$ cat config.mk
export PLATFORM = sky130hd
export DESIGN_NAME = client_table_with_aging_core
export DESIGN_NICKNAME = d
export VERILOG_FILES = /design/src/hdl/cta_pkg.sv /design/src/hdl/cta_front.sv /design/src/hdl/cta_queue.sv /design/src/hdl/cta_engine.sv /design/src/hdl/client_table_with_aging_core.sv
export SDC_FILE = /design/constraint.sdc
export NUM_CORES = 1
export LEC_CHECK = 0
export BUFFER_PORTS_ARGS = -buffer_cell sky130_fd_sc_hd__buf_2
export CORE_UTILIZATION = 40
export CTS_CLUSTER_DIAMETER = 100
export DETAILED_ROUTE_END_ITERATION = 6
export PLACE_DENSITY = 0.57
export SLEW_MARGIN = 20
export SYNTH_ARGS = -nofsm -noshare
export SYNTH_HDL_FRONTEND = slang
export SYNTH_SLANG_ARGS = --single-unit
$ cat constraint.sdc
create_clock -name clock -period 5.4 [get_ports clock]
set_input_delay 0.27 -clock clock [delete_from_list [all_inputs] [get_ports clock]]
set_output_delay 0.27 -clock clock [all_outputs]
set_load 0.01 [all_outputs]
$ cat src/hdl/cta_pkg.sv
`default_nettype none

package cta_pkg;

   localparam int TABLE_SLOTS_DEFAULT = 8;
   localparam int QUEUE_DEPTH = 2;

   localparam logic [31:0] TIMEOUT_RESET = 32'd5000;
   localparam logic [9:0]  START_BALANCE = 10'd1000;

   localparam logic [2:0] CMD_CONNECT    = 3'd0;
   localparam logic [2:0] CMD_DISCONNECT = 3'd1;
   localparam logic [2:0] CMD_TOUCH      = 3'd2;
   localparam logic [2:0] CMD_LOOKUP     = 3'd3;
   localparam logic [2:0] CMD_SWEEP      = 3'd4;
   localparam logic [2:0] CMD_CLEAR      = 3'd5;

   localparam logic [1:0] STATUS_OK        = 2'd0;
   localparam logic [1:0] STATUS_DUPLICATE = 2'd1;
   localparam logic [1:0] STATUS_FULL      = 2'd2;
   localparam logic [1:0] STATUS_NOT_FOUND = 2'd3;

   typedef enum logic [2:0] {
      OP_CONNECT,
      OP_DISCONNECT,
      OP_TOUCH,
      OP_LOOKUP,
      OP_SWEEP,
      OP_CLEAR,
      OP_NOP
   } op_type;

   typedef struct packed {
      logic [2:0]  cmd;
      logic [47:0] client_addr;
      logic [31:0] now_ms;
   } req_type;

   typedef struct packed {
      logic [1:0]  status;
      logic [9:0]  balance;
      logic [31:0] seen_time;
      logic [3:0]  live_count;
      logic [3:0]  evicted_count;
   } rsp_type;

   typedef struct packed {
      op_type      op;
      logic [47:0] addr;
      logic [31:0] now;
   } job_type;

   typedef struct packed {
      logic full;
      logic empty;
   } q_stat_type;

endpackage

`default_nettype wire

$ cat src/hdl/cta_front.sv
`default_nettype none

module cta_front (
   input  wire logic              clock,
   input  wire logic              reset,
   input  wire logic              start,
   output logic                   busy,
   input  wire cta_pkg::req_type  req_data,
   input  wire cta_pkg::q_stat_type q_stat,
   output logic                   q_push,
   output cta_pkg::job_type       q_job
);

   logic             hold_vld_ff, hold_vld_in;
   cta_pkg::job_type hold_job_ff, hold_job_in;
   cta_pkg::op_type  op_dec;

   always_comb begin
      unique case (req_data.cmd)
         cta_pkg::CMD_CONNECT:    op_dec = cta_pkg::OP_CONNECT;
         cta_pkg::CMD_DISCONNECT: op_dec = cta_pkg::OP_DISCONNECT;
         cta_pkg::CMD_TOUCH:      op_dec = cta_pkg::OP_TOUCH;
         cta_pkg::CMD_LOOKUP:     op_dec = cta_pkg::OP_LOOKUP;
         cta_pkg::CMD_SWEEP:      op_dec = cta_pkg::OP_SWEEP;
         cta_pkg::CMD_CLEAR:      op_dec = cta_pkg::OP_CLEAR;
         default:                 op_dec = cta_pkg::OP_NOP;
      endcase
   end

   assign busy   = hold_vld_ff;
   assign q_push = hold_vld_ff && !q_stat.full;
   assign q_job  = hold_job_ff;

   always_comb begin
      hold_vld_in = hold_vld_ff;
      hold_job_in = hold_job_ff;
      if (q_push) begin
         hold_vld_in = 1'b0;
      end
      if (start && !hold_vld_ff) begin
         hold_vld_in      = 1'b1;
         hold_job_in.op   = op_dec;
         hold_job_in.addr = req_data.client_addr;
         hold_job_in.now  = req_data.now_ms;
      end
   end

   always_ff @(posedge clock) begin
      if (reset) begin
         hold_vld_ff <= 1'b0;
      end else begin
         hold_vld_ff <= hold_vld_in;
      end
      hold_job_ff <= hold_job_in;
   end

endmodule

`default_nettype wire

$ cat src/hdl/cta_queue.sv
`default_nettype none

module cta_queue (
   input  wire logic              clock,
   input  wire logic              reset,
   input  wire logic              push,
   input  wire cta_pkg::job_type  push_job,
   input  wire logic              pop,
   output cta_pkg::job_type       head_job,
   output cta_pkg::q_stat_type    stat
);

   localparam int DEPTH = cta_pkg::QUEUE_DEPTH;
   localparam int PTR_W = (DEPTH > 1) ? $clog2(DEPTH) : 1;
   localparam int CNT_W = $clog2(DEPTH + 1);

   cta_pkg::job_type   slot_ff [DEPTH];
   logic [PTR_W-1:0]   wr_ptr_ff, wr_ptr_in;
   logic [PTR_W-1:0]   rd_ptr_ff, rd_ptr_in;
   logic [CNT_W-1:0]   count_ff, count_in;
   logic               do_push, do_pop;

   assign stat.full  = (count_ff == CNT_W'(DEPTH));
   assign stat.empty = (count_ff == '0);
   assign do_push    = push && !stat.full;
   assign do_pop     = pop && !stat.empty;
   assign head_job   = slot_ff[rd_ptr_ff];

   always_comb begin
      wr_ptr_in = wr_ptr_ff;
      rd_ptr_in = rd_ptr_ff;
      count_in  = count_ff;
      if (do_push) begin
         wr_ptr_in = (wr_ptr_ff == PTR_W'(DEPTH - 1)) ? '0 : wr_ptr_ff + 1'b1;
      end
      if (do_pop) begin
         rd_ptr_in = (rd_ptr_ff == PTR_W'(DEPTH - 1)) ? '0 : rd_ptr_ff + 1'b1;
      end
      if (do_push && !do_pop) begin
         count_in = count_ff + 1'b1;
      end else if (do_pop && !do_push) begin
         count_in = count_ff - 1'b1;
      end
   end

   always_ff @(posedge clock) begin
      if (reset) begin
         wr_ptr_ff <= '0;
         rd_ptr_ff <= '0;
         count_ff  <= '0;
      end else begin
         wr_ptr_ff <= wr_ptr_in;
         rd_ptr_ff <= rd_ptr_in;
         count_ff  <= count_in;
      end
      if (do_push) begin
         slot_ff[wr_ptr_ff] <= push_job;
      end
   end

endmodule

`default_nettype wire

$ cat src/hdl/cta_engine.sv
`default_nettype none

module cta_engine #(
   parameter int TABLE_SLOTS = cta_pkg::TABLE_SLOTS_DEFAULT
) (
   input  wire logic              clock,
   input  wire logic              reset,
   input  wire logic              csr_we,
   input  wire logic [31:0]       csr_wdata,
   input  wire cta_pkg::job_type  head_job,
   input  wire cta_pkg::q_stat_type q_stat,
   output logic                   q_pop,
   output logic                   rsp_valid,
   output cta_pkg::rsp_type       rsp_data
);

   localparam int IDX_W = (TABLE_SLOTS > 1) ? $clog2(TABLE_SLOTS) : 1;
   localparam int CNT_W = $clog2(TABLE_SLOTS + 1);

   typedef enum logic [1:0] {
      S_IDLE,
      S_SCAN,
      S_FINISH
   } state_type;

   // table storage
   logic [47:0] addr_mem [TABLE_SLOTS];
   logic [31:0] seen_mem [TABLE_SLOTS];
   logic [47:0] rd_addr_ff;
   logic [31:0] rd_seen_ff;

   state_type          state_ff, state_in;
   cta_pkg::job_type   job_ff, job_in;
   logic [TABLE_SLOTS-1:0] valid_ff, valid_in;
   logic [CNT_W-1:0]   live_ff, live_in;
   logic [CNT_W-1:0]   evict_ff, evict_in;
   logic [CNT_W-1:0]   rd_cnt_ff, rd_cnt_in;
   logic [IDX_W-1:0]   chk_idx_ff, chk_idx_in;
   logic               chk_vld_ff, chk_vld_in;
   logic               match_ff, match_in;
   logic [IDX_W-1:0]   match_idx_ff, match_idx_in;
   logic [31:0]        match_seen_ff, match_seen_in;
   logic               free_ff, free_in;
   logic [IDX_W-1:0]   free_idx_ff, free_idx_in;
   logic [31:0]        timeout_ff, timeout_in;
   logic               rsp_valid_ff, rsp_valid_in;
   cta_pkg::rsp_type   rsp_ff, rsp_in;

   logic               mem_rd_en;
   logic               wr_addr_en, wr_seen_en;
   logic [IDX_W-1:0]   wr_idx;
   logic [31:0]        idle_time;
   logic [CNT_W+3:0]   live_ext, evict_ext;

   assign mem_rd_en = (state_ff == S_SCAN) && (rd_cnt_ff < CNT_W'(TABLE_SLOTS));
   assign idle_time = job_ff.now - rd_seen_ff;
   assign q_pop     = (state_ff == S_IDLE) && !q_stat.empty;
   assign rsp_valid = rsp_valid_ff;
   assign rsp_data  = rsp_ff;

   always_ff @(posedge clock) begin
      if (mem_rd_en) begin
         rd_addr_ff <= addr_mem[rd_cnt_ff[IDX_W-1:0]];
         rd_seen_ff <= seen_mem[rd_cnt_ff[IDX_W-1:0]];
      end
      if (wr_addr_en) begin
         addr_mem[wr_idx] <= job_ff.addr;
      end
      if (wr_seen_en) begin
         seen_mem[wr_idx] <= job_ff.now;
      end
   end

   always_comb begin
      state_in      = state_ff;
      job_in        = job_ff;
      valid_in      = valid_ff;
      live_in       = live_ff;
      evict_in      = evict_ff;
      rd_cnt_in     = rd_cnt_ff;
      chk_idx_in    = chk_idx_ff;
      chk_vld_in    = 1'b0;
      match_in      = match_ff;
      match_idx_in  = match_idx_ff;
      match_seen_in = match_seen_ff;
      free_in       = free_ff;
      free_idx_in   = free_idx_ff;
      timeout_in    = csr_we ? csr_wdata : timeout_ff;
      rsp_valid_in  = 1'b0;
      rsp_in        = rsp_ff;
      wr_addr_en    = 1'b0;
      wr_seen_en    = 1'b0;
      wr_idx        = free_idx_ff;
      live_ext      = '0;
      evict_ext     = '0;

      unique case (state_ff)
         S_IDLE: begin
            if (!q_stat.empty) begin
               job_in    = head_job;
               rd_cnt_in = '0;
               match_in  = 1'b0;
               free_in   = 1'b0;
               evict_in  = '0;
               if (head_job.op == cta_pkg::OP_CLEAR || head_job.op == cta_pkg::OP_NOP) begin
                  state_in = S_FINISH;
               end else begin
                  state_in = S_SCAN;
               end
            end
         end
         S_SCAN: begin
            if (mem_rd_en) begin
               chk_idx_in = rd_cnt_ff[IDX_W-1:0];
               chk_vld_in = 1'b1;
               rd_cnt_in  = rd_cnt_ff + 1'b1;
            end
            if (chk_vld_ff) begin
               if (!valid_ff[chk_idx_ff] && !free_ff) begin
                  free_in     = 1'b1;
                  free_idx_in = chk_idx_ff;
               end
               if (valid_ff[chk_idx_ff] && rd_addr_ff == job_ff.addr && !match_ff) begin
                  match_in      = 1'b1;
                  match_idx_in  = chk_idx_ff;
                  match_seen_in = rd_seen_ff;
               end
               if (job_ff.op == cta_pkg::OP_SWEEP && valid_ff[chk_idx_ff]
                   && idle_time > timeout_ff) begin
                  valid_in[chk_idx_ff] = 1'b0;
                  evict_in = evict_ff + 1'b1;
                  live_in  = live_ff - 1'b1;
               end
            end
            if (!mem_rd_en && !chk_vld_ff) begin
               state_in = S_FINISH;
            end
         end
         S_FINISH: begin
            rsp_valid_in         = 1'b1;
            rsp_in.status        = cta_pkg::STATUS_OK;
            rsp_in.balance       = '0;
            rsp_in.seen_time     = '0;
            rsp_in.evicted_count = '0;
            unique case (job_ff.op)
               cta_pkg::OP_CONNECT: begin
                  if (match_ff) begin
                     rsp_in.status = cta_pkg::STATUS_DUPLICATE;
                  end else if (!free_ff) begin
                     rsp_in.status = cta_pkg::STATUS_FULL;
                  end else begin
                     wr_addr_en            = 1'b1;
                     wr_seen_en            = 1'b1;
                     wr_idx                = free_idx_ff;
                     valid_in[free_idx_ff] = 1'b1;
                     live_in               = live_ff + 1'b1;
                  end
               end
               cta_pkg::OP_DISCONNECT: begin
                  if (match_ff) begin
                     valid_in[match_idx_ff] = 1'b0;
                     live_in                = live_ff - 1'b1;
                  end else begin
                     rsp_in.status = cta_pkg::STATUS_NOT_FOUND;
                  end
               end
               cta_pkg::OP_TOUCH: begin
                  if (match_ff) begin
                     wr_seen_en = 1'b1;
                     wr_idx     = match_idx_ff;
                  end else begin
                     rsp_in.status = cta_pkg::STATUS_NOT_FOUND;
                  end
               end
               cta_pkg::OP_LOOKUP: begin
                  if (match_ff) begin
                     rsp_in.balance   = cta_pkg::START_BALANCE;
                     rsp_in.seen_time = match_seen_ff;
                  end else begin
                     rsp_in.status = cta_pkg::STATUS_NOT_FOUND;
                  end
               end
               cta_pkg::OP_SWEEP: begin
                  evict_ext            = {4'b0, evict_ff};
                  rsp_in.evicted_count = evict_ext[3:0];
               end
               cta_pkg::OP_CLEAR: begin
                  valid_in = '0;
                  live_in  = '0;
               end
               default: begin
               end
            endcase
            live_ext          = {4'b0, live_in};
            rsp_in.live_count = live_ext[3:0];
            state_in          = S_IDLE;
         end
         default: begin
            state_in = S_IDLE;
         end
      endcase
   end

   always_ff @(posedge clock) begin
      if (reset) begin
         state_ff     <= S_IDLE;
         valid_ff     <= '0;
         live_ff      <= '0;
         chk_vld_ff   <= 1'b0;
         rd_cnt_ff    <= '0;
         match_ff     <= 1'b0;
         free_ff      <= 1'b0;
         evict_ff     <= '0;
         timeout_ff   <= cta_pkg::TIMEOUT_RESET;
         rsp_valid_ff <= 1'b0;
      end else begin
         state_ff     <= state_in;
         valid_ff     <= valid_in;
         live_ff      <= live_in;
         chk_vld_ff   <= chk_vld_in;
         rd_cnt_ff    <= rd_cnt_in;
         match_ff     <= match_in;
         free_ff      <= free_in;
         evict_ff     <= evict_in;
         timeout_ff   <= timeout_in;
         rsp_valid_ff <= rsp_valid_in;
      end
      job_ff        <= job_in;
      chk_idx_ff    <= chk_idx_in;
      match_idx_ff  <= match_idx_in;
      match_seen_ff <= match_seen_in;
      free_idx_ff   <= free_idx_in;
      rsp_ff        <= rsp_in;
   end

endmodule

`default_nettype wire

$ cat src/hdl/client_table_with_aging_core.sv
`default_nettype none

// Client table with aging. A command is taken at a clock edge with start high and busy low;
// busy stays high for one cycle after each accepted command and longer while the two-entry
// command queue is full. The engine walks every slot of the table memory, one read per
// cycle, for a connect, disconnect, touch, lookup or sweep; a clear or an unused code
// skips the walk and goes straight to its result. One result per
// transaction, in command order, is shown on rsp_data for exactly one cycle with rsp_valid
// high; the receiver cannot stall it and must take it in that cycle. Write csr_wdata
// (timeout in ms, reset 5000) with csr_we only while no command is in flight.
module client_table_with_aging_core #(
   parameter int TABLE_SLOTS = cta_pkg::TABLE_SLOTS_DEFAULT
) (
   input  wire logic              clock,
   input  wire logic              reset,
   input  wire logic              start,
   output logic                   busy,
   input  wire cta_pkg::req_type  req_data,
   output logic                   rsp_valid,
   output cta_pkg::rsp_type       rsp_data,
   input  wire logic              csr_we,
   input  wire logic [31:0]       csr_wdata
);

   logic                push;
   logic                pop;
   cta_pkg::job_type    push_job;
   cta_pkg::job_type    head_job;
   cta_pkg::q_stat_type q_stat;

   cta_front u_front (
      .clock    (clock),
      .reset    (reset),
      .start    (start),
      .busy     (busy),
      .req_data (req_data),
      .q_stat   (q_stat),
      .q_push   (push),
      .q_job    (push_job)
   );

   cta_queue u_queue (
      .clock    (clock),
      .reset    (reset),
      .push     (push),
      .push_job (push_job),
      .pop      (pop),
      .head_job (head_job),
      .stat     (q_stat)
   );

   cta_engine #(
      .TABLE_SLOTS (TABLE_SLOTS)
   ) u_engine (
      .clock     (clock),
      .reset     (reset),
      .csr_we    (csr_we),
      .csr_wdata (csr_wdata),
      .head_job  (head_job),
      .q_stat    (q_stat),
      .q_pop     (pop),
      .rsp_valid (rsp_valid),
      .rsp_data  (rsp_data)
   );

endmodule

`default_nettype wire

==> flow_summary.yaml <==
synth:
  ys_seq_area_share_pct: 76.2
  yosysMostFrequentCell: "edfxtp_1"
  async_flop_share_pct: 0
  synthDistinctLibCells: 73
  syn_area_mm2: 0.0464
  syn-instance-count: 2402
  synth-edff-count: 1136
  syn_avg_cell_area_um2: 19.3
  synthTopCellsByArea: "edfxtp_1, mux4_2, mux2_2, dfxtp_1, ha_1"
  synth_seq_cells: 1200
  synthTopCellsByCount: "edfxtp_1, mux2_2, mux4_2"
  yosys.area.top_type: "edfxtp_1"
  ys.warnings.count: 0
  synth-main-ff-cell: "edfxtp_1"
  yosysTopAreaCellShare_pct: 73.5
floorplanning:
  ios: 173
  die_h_um: 343
  rows: 124
  die_w_um: 343
  core_area_mm2: 0.115
  die_area_mm2: 0.117
  initial_core_util_pct: 40.5
timing:
  fin_setup_tns_ns: 0
  hold_viol_final: 0
  fmax_mhz: 200
  rsz0062_at_grt: "no"
  worst_pin_slew_ns: 1.07
  setup_ws_ns: 0.400
  skew_ns: 0.0717
  period_share_pct: 92.6
  finalSetupViolCount: 0
  fin_crit_ns: 5.00
  slew_headroom_pct: 28.5
  maxSlewViolCount: 0
worst_setup_path:
  setup.worst_path.start_class: "register"
  crit_start: "u_engine.job_ff[0]"
  critPathArrivalTime_ns: 5.65
  required_ns: 6.05
  worst-setup-path-type: "reg -> reg"
  timing.rr.start: "u_engine.job_ff[0]"
  cp_max_fo: 8
  cp-end-kind: "register"
drt:
  wl_per_cell_um: 23.3
  drt_wl_total_mm: 102
  vias: 23000
  drt_iter0_markers: 1766
  viasPerCell: 5.26
  drtPass1Iterations: 7
  drcViolationCount: 17
  drtAntennaViolNets: 0
global_routing:
  grt_start_max_net_pins: 122
  grt_pass1_vias: 23900
  antenna_found_initial: 0
  track_usage_pct: 17.4
  grt_pass1_wl_mm: 151
  grt.overflow.total: 0
placed_design:
  preCtsSetupSlack_ns: 0.121
  io_buffers: 168
  dp_hpwl_mm: 58.0
  gp_congestion: 0.852
hold_path:
  hp-class: "in -> reg"
  hp-start: "req_data[54]"
power:
  p_sw_uw: 7740
  intPower_uw: 19100
  power_leakage_uw: 0.0180
  p_comb_share_pct: 20.6
  clkPwrFrac_pct: 31.6
  p_sw_share_pct: 28.8
  p_per_area_mw_per_mm2: 493
  vdd_drop_max_mv: 0.355
  pwr-share-seq_pct: 47.9
cells_and_area:
  diodes: 0
  drive_above_1_share_pct: 26.8
  syn_to_final_growth_pct: 17.5
  final_net_count: 2951
outcome:
  failed_checks: "design-rule violations"
  status: "finished with violations"
job:
  cap_violations: 0
cts:
  cts_tree: "yes"
  clock_path_buffers: 3
  clk_transition_reported_paths_ns: 0.06
  cts_buffers: 120
  cts-htree-levels: 3
  root_buffer: "clkbuf_16"
  clk_latency_ns: 0.73
  numClockSinks: 1200
-- flip-flops by register name, indices dropped and copies added (netlist names), 8 cells and up, named ones only --
signal / cells
u_engine.timeout_ff: 32
u_engine.seen_mem: 256
u_engine.rd_seen_ff: 32
u_engine.addr_mem: 384
u_engine.rd_addr_ff: 48
u_engine.job_ff: 83
u_engine.valid_ff: 8
u_front.q_job: 83
u_engine.match_seen_ff: 32
u_engine.rsp_data: 43
u_queue.slot_ff: 166
-- critical path: stages, from the launching register on --
cell,delay [ns]
edfxtp_1,0.39
inv_1,0.07
ha_1,0.17
inv_1,0.07
fa_1,0.48
a211oi_2,0.25
nor2_1,0.10
o31ai_1,0.27
buf_4,0.19
a21oi_1,0.10
o31ai_1,0.26
nand2b_1,0.14
a31oi_1,0.21
xnor2_1,0.09
ha_1,0.28
nand3_1,0.08
or3_4,0.38
or2_4,0.26
a311oi_4,0.25
buf_4,0.20
o21ai_2,0.12
nor3_4,0.38
o2bb2ai_1,0.18
-- kinds of logic after synthesis --
logic type	synth area share, %
flip-flops	76.2
multiplexers	12.5
AND/OR/NAND/NOR	3.21
AO/OA/AOI/OAI	3.13
buffers and inverters	1.56
XOR/XNOR	1.51
adder cells (fa/ha/maj)	1.88
other	0.00808
-- path summary, 6_finish.rpt --
kind                      endpoint  slack (ns)  cells after the start
max           u_engine.valid_ff[2]        0.40                     22
min              u_front.q_job[54]        0.24                      2
max reg2reg   u_engine.valid_ff[2]        0.40                     22
min reg2reg  u_queue.slot_ff[0][8]        0.42                      0
-- cell usage in the layout, fill, tap and decap left out, types with 16 or more instances in the layout --
| master | instances |
|---|---|
| ha_1 | 68 |
| nor2_1 | 81 |
| dfxtp_1 | 60 |
| clkbuf_1 | 17 |
| clkinv_1 | 23 |
| nand2_1 | 41 |
| mux2i_1 | 32 |
| inv_1 | 87 |
| xor2_1 | 27 |
| buf_2 | 168 |
| o21ai_0 | 40 |
| clkbuf_16 | 120 |
| dlygate4sd3_1 | 117 |
| and2_1 | 35 |
| bufinv_16 | 16 |
| clkinv_2 | 20 |
| a21oi_1 | 65 |
| buf_4 | 40 |
| mux4_2 | 162 |
| xnor2_1 | 53 |
| edfxtp_1 | 1136 |
| mux2_2 | 162 |
| clkinvlp_4 | 16 |
| nor3_1 | 23 |
| nand3_1 | 16 |
-- metrics by stage --
step / hold slack [ns] / utilization (%) / power (uW) / instance area, um2 / cells
2_1_floorplan: 0.354 / - / 16600 / 46400 / 2405
3_3_place_gp: 0.422 / 43.0 / 18400 / 49300 / 4036
3_5_place_dp: 0.429 / 43.0 / 18600 / 49300 / 4036
4_1_cts: 0.181 / 47.6 / 27200 / 54500 / 4378
5_1_grt: 0.211 / 47.6 / 28100 / 54500 / 4378
6_report: 0.240 / 47.6 / 26900 / 54500 / 4378
-- routing by layer --
layer | GRT usage (%) | part of all wire [%] | up-vias
met3 | 2.35 | 4.5 | 158
met5 | 0 | 0 | -
li1 | - | - | 10300
met4 | 5.12 | 2.4 | 0
met1 | 24.3 | 45 | 12000
met2 | 28.4 | 48 | 600
-- power groups by stage --
stage | clock (uW) | sequential, uW | combinational (uW)
6_report | 8480 | 12900 | 5530
5_1_grt | 9020 | 13000 | 6100
4_1_cts | 8690 | 12900 | 5610
3_5_place_dp | 0 | 13100 | 5510
3_3_place_gp | 0 | 13000 | 5440
2_1_floorplan | 0 | 12700 | 3970
-- area by class of cell --
class | instances | area [um2]
fillers | 9500 | 60100
flip-flops and latches | 1200 | 35400
multi-input cells | 1022 | 10400
clock buffers | 138 | 3080
repair buffers | 329 | 2390
well taps | 1512 | 1890
clock inverters | 87 | 982
inverters | 90 | 344
-- what timing repair did --
item                                    CTS  global route
endpoints found under the hold margin   126             0
endpoints found under the setup margin    0            16
setup buffers                             0             0
hold buffers                            117             0
gates resized for setup                   0             4
Power figures use the tool's default switching activity.
